## src/design/rhc_pkg.sv

```systemverilog
// ----------------------------------------------------------------------------
// rhc_pkg: shared types and constants for the RGB to HSL converter
// Holds the divider lane layout handed from cell to cell and fixed scale
// factors used by the front stage.
// ----------------------------------------------------------------------------
package rhc_pkg;

   localparam int unsigned ChanW    = 8;
   localparam int unsigned HueW     = 9;
   localparam int unsigned PctW     = 7;
   localparam int unsigned RemW     = 17;
   localparam int unsigned QuoW     = 9;
   // one quotient bit per cell
   localparam int unsigned CellCount = QuoW;

   localparam logic [8:0]  FullScale  = 9'd255;
   localparam logic [8:0]  LightDiv   = 9'd510;
   localparam logic [RemW-1:0] Percent   = RemW'(100);
   localparam logic [RemW-1:0] DegSector = RemW'(60);

   // lightness = (sum * LightMul) >> LightShift, exact floor(100*sum/510)
   // for every sum in 0..510
   localparam logic [12:0]  LightMul   = 13'd6426;
   localparam int unsigned  LightShift = 15;

   // one restoring divider lane: partial remainder, shifted divisor, quotient
   typedef struct packed {
      logic [RemW-1:0] rem;
      logic [RemW-1:0] dsh;
      logic [QuoW-1:0] quo;
   } lane_type;

   // lightness is finished in the front stage and rides along the chain
   typedef struct packed {
      lane_type        hue;
      lane_type        sat;
      logic [PctW-1:0] lgt;
   } stage_type;

endpackage

```

## src/design/rhc_front.sv

```systemverilog
// ----------------------------------------------------------------------------
// rhc_front: pixel front stage
// Finds max/min, forms the hue and saturation dividends and divisors,
// scales lightness by a reciprocal multiply and registers the first beat.
// ----------------------------------------------------------------------------
module rhc_front import rhc_pkg::*; (
   input  logic             clock,
   input  logic             reset,
   input  logic             in_valid,
   output logic             in_ready,
   input  logic [ChanW-1:0] red,
   input  logic [ChanW-1:0] green,
   input  logic [ChanW-1:0] blue,
   output logic             out_valid,
   input  logic             out_ready,
   output stage_type        out_data
);

   logic            valid_ff;
   stage_type       data_ff;
   stage_type       data_in;
   logic [ChanW-1:0] hi;
   logic [ChanW-1:0] lo;
   logic [ChanW-1:0] d;
   logic [8:0]      sum;
   logic [8:0]      sat_div;
   logic [11:0]     t;
   logic [21:0]     light_prod;
   logic            gray;

   assign in_ready  = !valid_ff || out_ready;
   assign out_valid = valid_ff;
   assign out_data  = data_ff;

   always_comb begin
      hi = red;
      lo = red;
      if (green > hi) hi = green;
      if (blue > hi)  hi = blue;
      if (green < lo) lo = green;
      if (blue < lo)  lo = blue;
      d    = hi - lo;
      sum  = {1'b0, hi} + {1'b0, lo};
      gray = (d == '0);

      // hue numerator over 60, already folded into 0..6*d
      if (blue == hi) begin
         t = 12'({d, 2'b00}) + 12'(red) - 12'(green);
      end else if (green == hi) begin
         t = 12'({d, 1'b0}) + 12'(blue) - 12'(red);
      end else if (green >= blue) begin
         t = 12'(green) - 12'(blue);
      end else begin
         // wrap negative hue by a full turn (6 sectors)
         t = 12'({d, 2'b00}) + 12'({d, 1'b0}) + 12'(green) - 12'(blue);
      end

      sat_div = (sum < FullScale) ? sum : (LightDiv - sum);

      light_prod = 22'(sum) * 22'(LightMul);

      data_in.hue.rem = gray ? '0 : RemW'(t) * DegSector;
      data_in.hue.dsh = gray ? (RemW'(1) << (QuoW-1)) : (RemW'(d) << (QuoW-1));
      data_in.hue.quo = '0;
      data_in.sat.rem = gray ? '0 : RemW'(d) * Percent;
      data_in.sat.dsh = gray ? (RemW'(1) << (QuoW-1)) : (RemW'(sat_div) << (QuoW-1));
      data_in.sat.quo = '0;
      data_in.lgt     = light_prod[LightShift +: PctW];
   end

   always_ff @(posedge clock) begin
      if (reset) begin
         valid_ff <= 1'b0;
      end else if (in_ready) begin
         valid_ff <= in_valid;
      end
   end

   always_ff @(posedge clock) begin
      if (in_ready && in_valid) begin
         data_ff <= data_in;
      end
   end

endmodule

```

## src/design/rhc_cell.sv

```systemverilog
// ----------------------------------------------------------------------------
// rhc_cell: one restoring division step
// Produces one quotient bit on the hue and saturation lanes, carries the
// lightness along and hands the beat to the next cell.
// ----------------------------------------------------------------------------
module rhc_cell import rhc_pkg::*; (
   input  logic      clock,
   input  logic      reset,
   input  logic      in_valid,
   output logic      in_ready,
   input  stage_type in_data,
   output logic      out_valid,
   input  logic      out_ready,
   output stage_type out_data
);

   logic      valid_ff;
   stage_type data_ff;
   stage_type data_in;

   function automatic lane_type step_lane(input lane_type x);
      lane_type y;
      logic     ge;
      ge    = (x.rem >= x.dsh);
      y.rem = ge ? (x.rem - x.dsh) : x.rem;
      y.dsh = x.dsh >> 1;
      y.quo = {x.quo[QuoW-2:0], ge};
      return y;
   endfunction

   assign in_ready  = !valid_ff || out_ready;
   assign out_valid = valid_ff;
   assign out_data  = data_ff;

   always_comb begin
      data_in.hue = step_lane(in_data.hue);
      data_in.sat = step_lane(in_data.sat);
      data_in.lgt = in_data.lgt;
   end

   always_ff @(posedge clock) begin
      if (reset) begin
         valid_ff <= 1'b0;
      end else if (in_ready) begin
         valid_ff <= in_valid;
      end
   end

   always_ff @(posedge clock) begin
      if (in_ready && in_valid) begin
         data_ff <= data_in;
      end
   end

endmodule

```

## src/design/rgb_to_hsl_converter.sv

```systemverilog
// ----------------------------------------------------------------------------
// rgb_to_hsl_converter: 8-bit RGB pixel to hue/saturation/lightness
// Pipeline: 1 front stage + 9 cells, each registered, from req beat to rsp valid.
// Throughput: one pixel per cycle while rsp_ready holds; each cell resolves one quotient bit.
// Stalls: a held rsp beat lets bubbles upstream fill before req_ready drops.
// Reset: synchronous, clears all valid flags; payload registers not reset.
// ----------------------------------------------------------------------------
module rgb_to_hsl_converter import rhc_pkg::*; (
   input  logic             clock,
   input  logic             reset,
   input  logic             req_valid,
   output logic             req_ready,
   input  logic [ChanW-1:0] req_red,
   input  logic [ChanW-1:0] req_green,
   input  logic [ChanW-1:0] req_blue,
   output logic             rsp_valid,
   input  logic             rsp_ready,
   output logic [HueW-1:0]  rsp_hue,
   output logic [PctW-1:0]  rsp_saturation,
   output logic [PctW-1:0]  rsp_lightness
);

   // Chain node k is the output of stage k: node 0 is the front stage,
   // node CellCount is the last cell, whose register is the rsp register.
   logic      vld [CellCount+1];
   logic      rdy [CellCount+1];
   stage_type dat [CellCount+1];

   // Front: max/min, dividends and pre-shifted divisors for two lanes
   // (hue: 60*(sector*d + diff) / d, saturation: 100*d / (sum or 510-sum)).
   // Lightness 100*sum / 510 is a reciprocal multiply here and rides along.
   // A gray pixel divides 0 by 1.
   rhc_front u_front (
      .clock     (clock),
      .reset     (reset),
      .in_valid  (req_valid),
      .in_ready  (req_ready),
      .red       (req_red),
      .green     (req_green),
      .blue      (req_blue),
      .out_valid (vld[0]),
      .out_ready (rdy[0]),
      .out_data  (dat[0])
   );

   // Divider row: every cell compares remainder with its shifted divisor,
   // emits one quotient bit MSB first and halves the divisor.
   for (genvar k = 0; k < CellCount; k++) begin : g_cell
      rhc_cell u_cell (
         .clock     (clock),
         .reset     (reset),
         .in_valid  (vld[k]),
         .in_ready  (rdy[k]),
         .in_data   (dat[k]),
         .out_valid (vld[k+1]),
         .out_ready (rdy[k+1]),
         .out_data  (dat[k+1])
      );
   end

   assign rdy[CellCount]  = rsp_ready;
   assign rsp_valid       = vld[CellCount];
   assign rsp_hue         = dat[CellCount].hue.quo[HueW-1:0];
   assign rsp_saturation  = dat[CellCount].sat.quo[PctW-1:0];
   assign rsp_lightness   = dat[CellCount].lgt;

   // ------------------------------------------------------------------------
   // Assertions
   // ------------------------------------------------------------------------
   a_hue_range : assert property (@(posedge clock) disable iff (reset)
      rsp_valid |-> (rsp_hue < HueW'(360)))
      else $error("hue out of range");

   a_pct_range : assert property (@(posedge clock) disable iff (reset)
      rsp_valid |-> ((rsp_saturation <= PctW'(100)) && (rsp_lightness <= PctW'(100))))
      else $error("percent out of range");

   a_ready_chain : assert property (@(posedge clock) disable iff (reset)
      rsp_ready |-> req_ready)
      else $error("req_ready low while rsp side drains");

   // a stalled rsp beat stays put until taken
   a_rsp_hold : assert property (@(posedge clock) disable iff (reset)
      (rsp_valid && !rsp_ready) |=>
         (rsp_valid && $stable({rsp_hue, rsp_saturation, rsp_lightness})))
      else $error("rsp beat dropped or changed while stalled");

endmodule

```

## config.mk

```make
export PLATFORM = sky130hd
export DESIGN_NAME = rgb_to_hsl_converter
export DESIGN_NICKNAME = d
export VERILOG_FILES = /design/src/design/rhc_pkg.sv /design/src/design/rhc_front.sv /design/src/design/rhc_cell.sv /design/src/design/rgb_to_hsl_converter.sv
export SDC_FILE = /design/constraint.sdc
export NUM_CORES = 1
export LEC_CHECK = 0
export ABC_CLOCK_PERIOD_IN_PS = 33400
export BUFFER_PORTS_ARGS = -buffer_cell sky130_fd_sc_hd__buf_2
export CAP_MARGIN = 20
export CORE_UTILIZATION = 58
export DETAILED_ROUTE_END_ITERATION = 12
export PLACE_DENSITY = 0.82
export SYNTH_ARGS = -nofsm -noshare
export SYNTH_HDL_FRONTEND = slang
export SYNTH_SLANG_ARGS = --single-unit
```

## constraint.sdc

```tcl
create_clock -name clock -period 33.4 [get_ports clock]
set_clock_uncertainty 0.1 [all_clocks]
set_input_delay 1.67 -clock clock [delete_from_list [all_inputs] [get_ports clock]]
set_output_delay 1.67 -clock clock [all_outputs]
set_load 0.005 [all_outputs]
```

**Yosys cells after proc, flatten, opt, wreduce, memory -nomap -nowiden**

Index checks and enable logic that the tools add are counted.

- Add/subtract/negate cells: 27
- $mul: 3
- Order comparisons: 24
- Equal/unequal tests: 2
- Mux-type cells: 24
- Reduce and logical (&&, ||, !) cells: 31

Operators by type and width:

| cell | number |
|---|---|
| two-way mux 17 bit | 16 |
| two-way mux 12 bit | 3 |
| subtractor 12 x 8 -> 12 bit | 3 |
| >= comparator 17 x 10 -> 1 bit | 2 |
| >= comparator 17 x 11 -> 1 bit | 2 |
| >= comparator 17 x 12 -> 1 bit | 2 |
| >= comparator 17 x 13 -> 1 bit | 2 |
| >= comparator 17 x 14 -> 1 bit | 2 |
| >= comparator 17 x 15 -> 1 bit | 2 |
| >= comparator 17 x 16 -> 1 bit | 2 |
| >= comparator 17 bit | 2 |
| >= comparator 17 x 9 -> 1 bit | 2 |
| subtractor 17 x 10 -> 17 bit | 2 |
| subtractor 17 x 11 -> 17 bit | 2 |
| subtractor 17 x 12 -> 17 bit | 2 |
| subtractor 17 x 13 -> 17 bit | 2 |
| subtractor 17 x 14 -> 17 bit | 2 |
| subtractor 17 x 15 -> 17 bit | 2 |
| subtractor 17 x 16 -> 17 bit | 2 |
| subtractor 17 bit | 2 |
| two-way mux 8 bit | 4 |
| multiplier 9 x 12 -> 21 bit (second input constant) | 1 |
| equality test 8 bit | 2 |
| greater-than comparator 8 bit | 2 |
| 18 further kinds | 46 |

- Register bits after elaboration: 693
- Input bits: 28
- Output and inout bits: 25
- Word-level logic and storage cells: 187

**Depth between registers and ports, before layout**

Gate-level depths: netlist of the first run.

- Depth after elaboration: 12
- Depth in mapped cells: 51
- Mapped depth without buffers: 50

**Modules after synthesis**

A second synthesis of the first run with hierarchy kept.

- Cells, all modules: 5075
- Area total of the unflattened synthesis: 56845.8 um^2

Modules (own cells, without submodules):

| module | instances | cells each | area each (um^2) | sequential area each (um^2) |
|---|---|---|---|---|
| rhc_cell at g_cell[0].u_cell ... | 6 | 457 | 5298.8 | 2752.6 |
| rhc_cell at g_cell[1].u_cell ... | 2 | 433 | 5188.7 | 2752.6 |
| rhc_front | 1 | 1069 | 9746.8 | 1491.4 |
| rhc_cell at g_cell[8].u_cell | 1 | 398 | 4928.5 | 2752.6 |

**Least setup slack after synthesis of the first run**

Ideal clock, no wire load.

- Path type: input to register
- Start: input port req_red[3]
- End: register u_front.data_ff (netlist bit u_front.out_data[92]), data pin
- Library setup time: 0.270 ns
- Arrival: 11.354 ns
- Data required time: 33.030 ns
- Slack: 21.676 ns
- Cell stages on the path: 43
- Buffers on the path: 3
- Path through: inv_1 > ha_1 > a21o_1 > a21oi_1 > a21boi_1 > o21ai_1 > buf_2 > mux2i_1 > ha_1 > and4b_1 > a211oi_1 > a2bb2oi_2 > buf_2 > clkbuf_1 > nor2_1 > a21oi_1 > ha_1 > o21bai_1 > [7 not listed] > nand2_1 > o21ai_0 > o41ai_1 > xnor2_1 > a21oi_1 > mux2_2 > mux2i_1 > inv_1 > fa_1 > fa_1 > inv_1 > ha_1 > o21a_1 > o31ai_1 > a21oi_1 > xnor2_1 > a21o_1 > a21oi_1

- Cells in the longest elaborated chain, start to end: 12
- Elaborated cells between the ends (all ways): 23
- Those cells by class: 8 x add/sub; 1 x mul; 4 x order compare; 2 x eq/ne; 7 x mux; 1 x reduce/logical

RTL lines:

| what | line | text |
|---|---|---|
| start, declared | rgb_to_hsl_converter.sv:13 | `input logic [ChanW-1:0] req_red,` |
| greater-than comparator 8 bit / < comparator 8 bit (equally long branches) | rhc_front.sv:38, rhc_front.sv:40 |  |
| two-way mux 8 bit (on tied branches) | rhc_front.sv:38, rhc_front.sv:40 |  |
| greater-than comparator 8 bit / < comparator 8 bit (equally long branches) | rhc_front.sv:39, rhc_front.sv:41 |  |
| two-way mux 8 bit (on tied branches) | rhc_front.sv:39, rhc_front.sv:41 |  |
| subtractor 8 bit | rhc_front.sv:42 | `d = hi - lo;` |
| adder 10 x 9 -> 11 bit | rhc_front.sv:55 | `t = 12'({d, 2'b00}) + 12'({d, 1'b0}) + 12'(green) - 12'(blue);` |
| adder 12 x 8 -> 12 bit | rhc_front.sv:55 |  |
| subtractor 12 x 8 -> 12 bit | rhc_front.sv:55 |  |
| two-way mux 12 bit | rhc_front.sv:51 | `end else if (green >= blue) begin` |
| two-way mux 12 bit | rhc_front.sv:49 | `end else if (green == hi) begin` |
| two-way mux 12 bit | rhc_front.sv:47 | `if (blue == hi) begin` |
| multiplier 12 x 4 -> 15 bit | rhc_front.sv:62 | `data_in.hue.rem = gray ? '0 : RemW'(t) * DegSector;` |
| end signal, assigned | rhc_front.sv:81 | `data_ff <= data_in;` |
| end, declared | rhc_front.sv:20 | `stage_type data_ff;` |

Several ways; a longest one is shown, not always the timed one.
A chain may end at the register's enable or synchronous reset.

**Final worst setup path of the first run**

Ends and elaborated chain as after synthesis.

==> results.toml, run 1 <==
[floorplanning]
start_util_pct = 58.8
rows = 88
die_h_um = 244
pin_count = 53
die-area_um2 = 59400
die_x_um = 244
core_um2 = 57700

[sta]
fmax_mhz = 77.1
grt_setup_unrepaired = "no"
relSlewSlack_pct = 29.0
tns_ns = 0
tightest_slew_ns = 1.06
post-route-period-util_pct = 38.8
period_needed_ns = 12.97
setup_viol = 0
finalHoldViolations = 0
drv_slew = 0
fin_hold_ws_ns = 0.314

[cells_and_area]
diodes = 0
finalNetCount = 3504
area_growth_pct = 8.41
nFillCells = 4097
multi_input_area_um2 = 15600
layout.area.seq_um2 = 16600
drive_gt1_share_pct = 6.69
final_area_um2 = 36800

[worst_setup_path]
cpMostUsedCell = "inv_1"
crit_arrival_ns = 13.17
cp_max_fo = 14
crit_buf_inv = 8
cp_slowest_stage_delay_ns = 0.87
startpoint_type = "input pin"
required_ns = 33.60
path_delay_family = "compound AO/OA/AOI/OAI gates"
crit_path_end_kind = "flip-flop"
crit-reg2reg-launch = "g_cell[6].u_cell.out_data[17]"
crit_path_top_delay_cell = "a31oi_2"
cp-startpoint = "req_red[3]"
path_class = "in2reg"

[yosys]
syn_avg_cell_area_um2 = 11.3
synth-seq-area-share_pct = 48.9
synth_edf_count = 546
synth_ff_type = "edfxtp_1"
synth_area_um2 = 33900
synth_cell_types = 77
synth-seq-cells = 556
syn_nets = 3443
synth_cells = 3007
yosys_warnings = 0
async_flop_share_pct = 0

[detailed_routing]
drcViolationCount = 0
wirelength_um = 64700
wl_per_cell_um = 16.7
ant_nets = 0
first_pass_iters = 7
vias_per_cell = 5.65
dr_total_vias = 21900
drt-initial-drc-count = 1171

[clocking]
cts_buffers = 49
htree_levels = 2
cts_sinks = 556
clk_pin_slew_ns = 0.07
ctsResizeCount = 0
clk_latency_ns = 0.57
root_buffer = "clkbuf_16"
cts.hold.buffers_added = 0
cts_buffer_depth = 3
tritoncts = "yes"
cts_setup_buffers = 0

[grt]
overflow = 0
grt.total_usage_pct = 21.8
grt_max_degree = 70
grt_pass1_vias = 22700
antenna_found_initial = 1
grt_pass1_wl_um = 106000

[status]
status = "completed"

[hold_path]
hold_path.class = "reg2reg"
min-delay-start = "g_cell[0].u_cell.out_data[50]"

[place]
gp_congestion = 0.924
post_dp_cell_area_um2 = 35000
io_buffer_count = 52
dpl.hpwl_um = 50000

[run]
max_cap_violations = 0
==> stage by stage <==
| step | setup slack, ns | std cells | util (%) |
|---|---|---|---|
| floorplan | 21.68 | 3007 | - |
| global placement | 19.75 | 3775 | 60.7 |
| detailed placement | 19.71 | 3776 | 60.7 |
| CTS | 20.26 | 3866 | 63.6 |
| global route | 19.49 | 3872 | 63.7 |
| finish | 20.43 | 3872 | 63.7 |
==> registers in the layout (all words and copies together) (netlist names) <==
name,count
u_front.out_data,49
g_cell.u_cell.out_data,497
u_front.out_valid,1
g_cell.u_cell.out_valid,9
==> worst register-to-register path, cell delays in order, from the launching register on <==
cell	delay (ns)
edfxtp_1	0.54
fa_1	0.52
nor2b_1	0.14
o21ai_0	0.13
a21boi_0	0.19
o21ai_0	0.14
a21oi_1	0.19
o21ai_0	0.20
nand3b_1	0.57
a21boi_0	0.47
nand2_1	0.13
or4_1	0.44
xnor2_1	0.14
==> final timing paths <==
kind / end / slack, ns / cells after the start
worst min register to register: g_cell[1].u_cell.out_data[51] / 0.31 / 0
worst max register to register: g_cell[7].u_cell.out_data[92] / 29.27 / 12
worst min-delay path: g_cell[1].u_cell.out_data[51] / 0.31 / 0
worst max-delay path: u_front.out_data[92] / 20.43 / 47
==> cell usage in the layout, fill, tap and decap left out, types with 6 or more instances in the layout <==
| master | count |
|---|---|
| a211oi_1 | 18 |
| a21boi_0 | 23 |
| a21o_1 | 69 |
| a21oi_1 | 217 |
| a31oi_1 | 10 |
| and2_1 | 10 |
| and3_1 | 7 |
| buf_2 | 52 |
| buf_4 | 14 |
| bufinv_16 | 8 |
| clkbuf_1 | 8 |
| clkbuf_16 | 50 |
| clkinv_1 | 6 |
| clkinv_2 | 9 |
| dfxtp_1 | 10 |
| edfxtp_1 | 546 |
| fa_1 | 72 |
| ha_1 | 336 |
| inv_1 | 387 |
| mux2_2 | 24 |
| mux2i_1 | 42 |
| nand2_1 | 125 |
| nand2b_1 | 60 |
| nand3_1 | 38 |
| nand3b_1 | 10 |
| nand4_1 | 33 |
| nor2_1 | 238 |
| nor2b_1 | 66 |
| nor3_1 | 48 |
| nor4_1 | 20 |
| o21a_1 | 16 |
| o21ai_0 | 138 |
| o21ai_1 | 6 |
| o21bai_1 | 21 |
| o31ai_1 | 8 |
| or2_2 | 6 |
| or3_1 | 11 |
| or4_1 | 9 |
| xnor2_1 | 160 |
| xor2_1 | 71 |
==> metal layers <==
layer	part of all wire, %	GRT usage (%)	up-vias	wire length (µm)
met3	3.0	2.05	170	1930
li1	-	-	10700	-
met4	4.0	8.95	0	2560
met1	38	22.8	10500	24400
met5	0	0	-	0
met2	55	43.8	491	35900
==> Yosys cell counts (38+ instances only) <==
master	instances	area (µm²)
ha_1	336	4200
a21oi_1	217	1090
nor3_1	49	245
mux2i_1	42	420
nor2_1	238	893
a21o_1	69	518
nand2_1	125	469
o21ai_0	138	691
nor2b_1	70	438
nand3_1	38	190
xnor2_1	160	1400
inv_1	387	1450
edfxtp_1	546	16400
nand2b_1	60	375
fa_1	72	1440
xor2_1	71	622
==> final cells by class <==
type,count,share of cell area [%]
Timing Repair Buffer,71,1.17
Clock inverter,29,0.994
Clock buffer,61,3.60
Inverter,389,3.97
Multi-Input combinational cell,2001,42.5
Tap cell,765,2.60
Sequential cell,556,45.1
==> cells by family after synthesis <==
logic type | synth area share, %
xor gates and xnor gates | 6.05
and+or+nand+nor | 10.5
AOI/OAI and AO/OA | 10.4
muxes | 2.17
adders and majority gates | 16.6
buffers and inverters | 5.28
DFF | 48.9
Power of run 1 is not shown: default switching activity piles up to over one toggle a cycle in this logic, so the estimate is an artifact.
==> inputs of run 2 (changes only) <==
Settings changed: ABC_AREA from default to 1, ABC_CLOCK_PERIOD_IN_PS 33400 to 11850, PLACE_DENSITY 0.82 to 0.85.
Clock period 33.4 ns to 11.85 ns, I/O delays scaled along.
==> results.toml, run 2 <==
[detailed_routing]
dr_total_vias = 23700
drcViolationCount = 0
wirelength_um = 68600
first_pass_iters = 6
ant_nets = 0
vias_per_cell = 5.51
wl_per_cell_um = 15.9
drt-initial-drc-count = 1523

[worst_setup_path]
reg2reg_depth = 13
startpoint_type = "input pin"
r2r_setup_slack_ns = 8.13
cp_max_fo = 31
crit_arrival_ns = 11.07
crit_path_end_kind = "flip-flop"
crit_path_top_delay_cell = "xor2_1"
cpMostUsedCell = "nand2_1"
cp_num_cells = 57
crit_buf_inv = 10
r2r-end = "g_cell[2].u_cell.out_data[92]"
path_class = "in2reg"
required_ns = 12.07
cp_slowest_stage_delay_ns = 0.56
crit-reg2reg-launch = "g_cell[1].u_cell.out_data[66]"
path_delay_family = "adder cells"

[hold_path]
holdPathStages = 3
hold_path.class = "in2reg"
min_to = "u_front.out_valid"
min-delay-start = "req_valid"

[floorplanning]
die_x_um = 245
die_h_um = 245
die-area_um2 = 60200
core_um2 = 58100
start_util_pct = 59.1
pin_count = 53
rows = 88

[sta]
fin_hold_ws_ns = 0.214
relSlewSlack_pct = 34.0
grt_setup_unrepaired = "no"
tns_ns = 0
post-route-period-util_pct = 91.6
tightest_slew_ns = 0.990
setup_viol = 0
drv_slew = 0
fmax_mhz = 92.1
period_needed_ns = 10.85
finalHoldViolations = 0

[place]
io_buffer_count = 52
post_dp_cell_area_um2 = 35300
gp_congestion = 1.01
dpl.hpwl_um = 52000

[yosys]
async_flop_share_pct = 0
synth_area_um2 = 34300
yosys_warnings = 0
yosys-top-cells-count = "inv_1, edfxtp_1, nand2_1, ha_1, nor2_1"
synth_ff_type = "edfxtp_1"
synth_cells = 3442
synth_edf_count = 546
synth_area_leader_cell = "edfxtp_1"
synth.most_common_cell = "inv_1"
syn_avg_cell_area_um2 = 9.97
synth-seq-cells = 556
syn_nets = 3878
synth_cell_types = 63
netlist.area_leader.share_pct = 47.8
synth.area.top_cells = "edfxtp_1, ha_1, inv_1"
synth-seq-area-share_pct = 48.3

[status]
status = "completed"

[clocking]
htree_levels = 2
clk_pin_slew_ns = 0.07
ctsResizeCount = 0
cts_setup_buffers = 0
cts_buffer_depth = 3
cts_buffers = 49
root_buffer = "clkbuf_16"
clk_latency_ns = 0.57
cts_sinks = 556
cts.hold.buffers_added = 0
tritoncts = "yes"

[cells_and_area]
final_cell_mix = "inv_1, edfxtp_1, nand2_1"
drive_gt1_share_pct = 6.05
nFillCells = 4299
finalNetCount = 3937
largest_register_ffs = 497
final_util_pct = 63.6
area_growth_pct = 7.69
diodes = 0
final_area_um2 = 37000
final_common_cell = "inv_1"

[grt]
grt_pass1_wl_um = 112000
grt.total_usage_pct = 23.0
antenna_found_initial = 0
overflow = 0
grt_max_degree = 70
grt_pass1_vias = 24200

[run]
max_cap_violations = 0
==> run 2: stage by stage <==
stage | worst slack (ns) | instances
2_1_floorplan | 1.97 | 3442
3_3_place_gp | 0.800 | 4211
4_1_cts | 1.09 | 4301
3_5_place_dp | 0.513 | 4211
6_report | 0.995 | 4305
5_1_grt | 0.161 | 4305
==> run 2: per-layer routing <==
metal	share of wire (%)	vias to the layer above	GRT usage, %	wire length, µm
met4	4.8	0	11.2	3290
met2	54	620	45.1	37000
met1	37	11100	24.2	25600
met5	0	-	0	0
met3	3.9	193	2.33	2700
li1	-	11800	-	-
==> run 2: final cells by class <==
cell class / count / area [µm²] / area share (%)
Sequential cell: 556 / 16600 / 44.9
Multi-Input combinational cell: 2260 / 15300 / 41.4
Inverter: 564 / 2120 / 5.73
Clock buffer: 58 / 1280 / 3.47
Tap cell: 765 / 957 / 2.59
Timing Repair Buffer: 70 / 399 / 1.08
Clock inverter: 32 / 330 / 0.893
==> run 2: worst max-delay path by stage <==
| stage | to | start |
|---|---|---|
| 2_1_floorplan | u_front.out_data[92] | req_red[7] |
| 3_3_place_gp | u_front.out_data[92] | req_red[1] |
| 3_5_place_dp | u_front.out_data[92] | req_red[1] |
| 4_1_cts | u_front.out_data[92] | req_red[1] |
| 5_1_grt | u_front.out_data[92] | req_red[1] |
| 6_report | u_front.out_data[92] | req_red[1] |
==> run 2: logic make-up after synthesis <==
logic type,share of synthesized area (%)
and+or+nand+nor,13.8
buffers and inverters,7.26
DFF,48.3
AOI/OAI and AO/OA,8.81
adders and majority gates,16.4
xor gates and xnor gates,5.28
muxes,0.0328
==> run 2: worst reg2reg max path, delay by kind of cell, from the launching register on <==
kind / cells / cell delay, ns
DFF: 1 / 0.41
buffers and inverters: 2 / 0.18
adders and majority gates: 1 / 0.33
and+or+nand+nor: 3 / 0.48
AOI/OAI and AO/OA: 6 / 1.88
xor gates and xnor gates: 1 / 0.09
Power of run 2 is left out for the same reason.
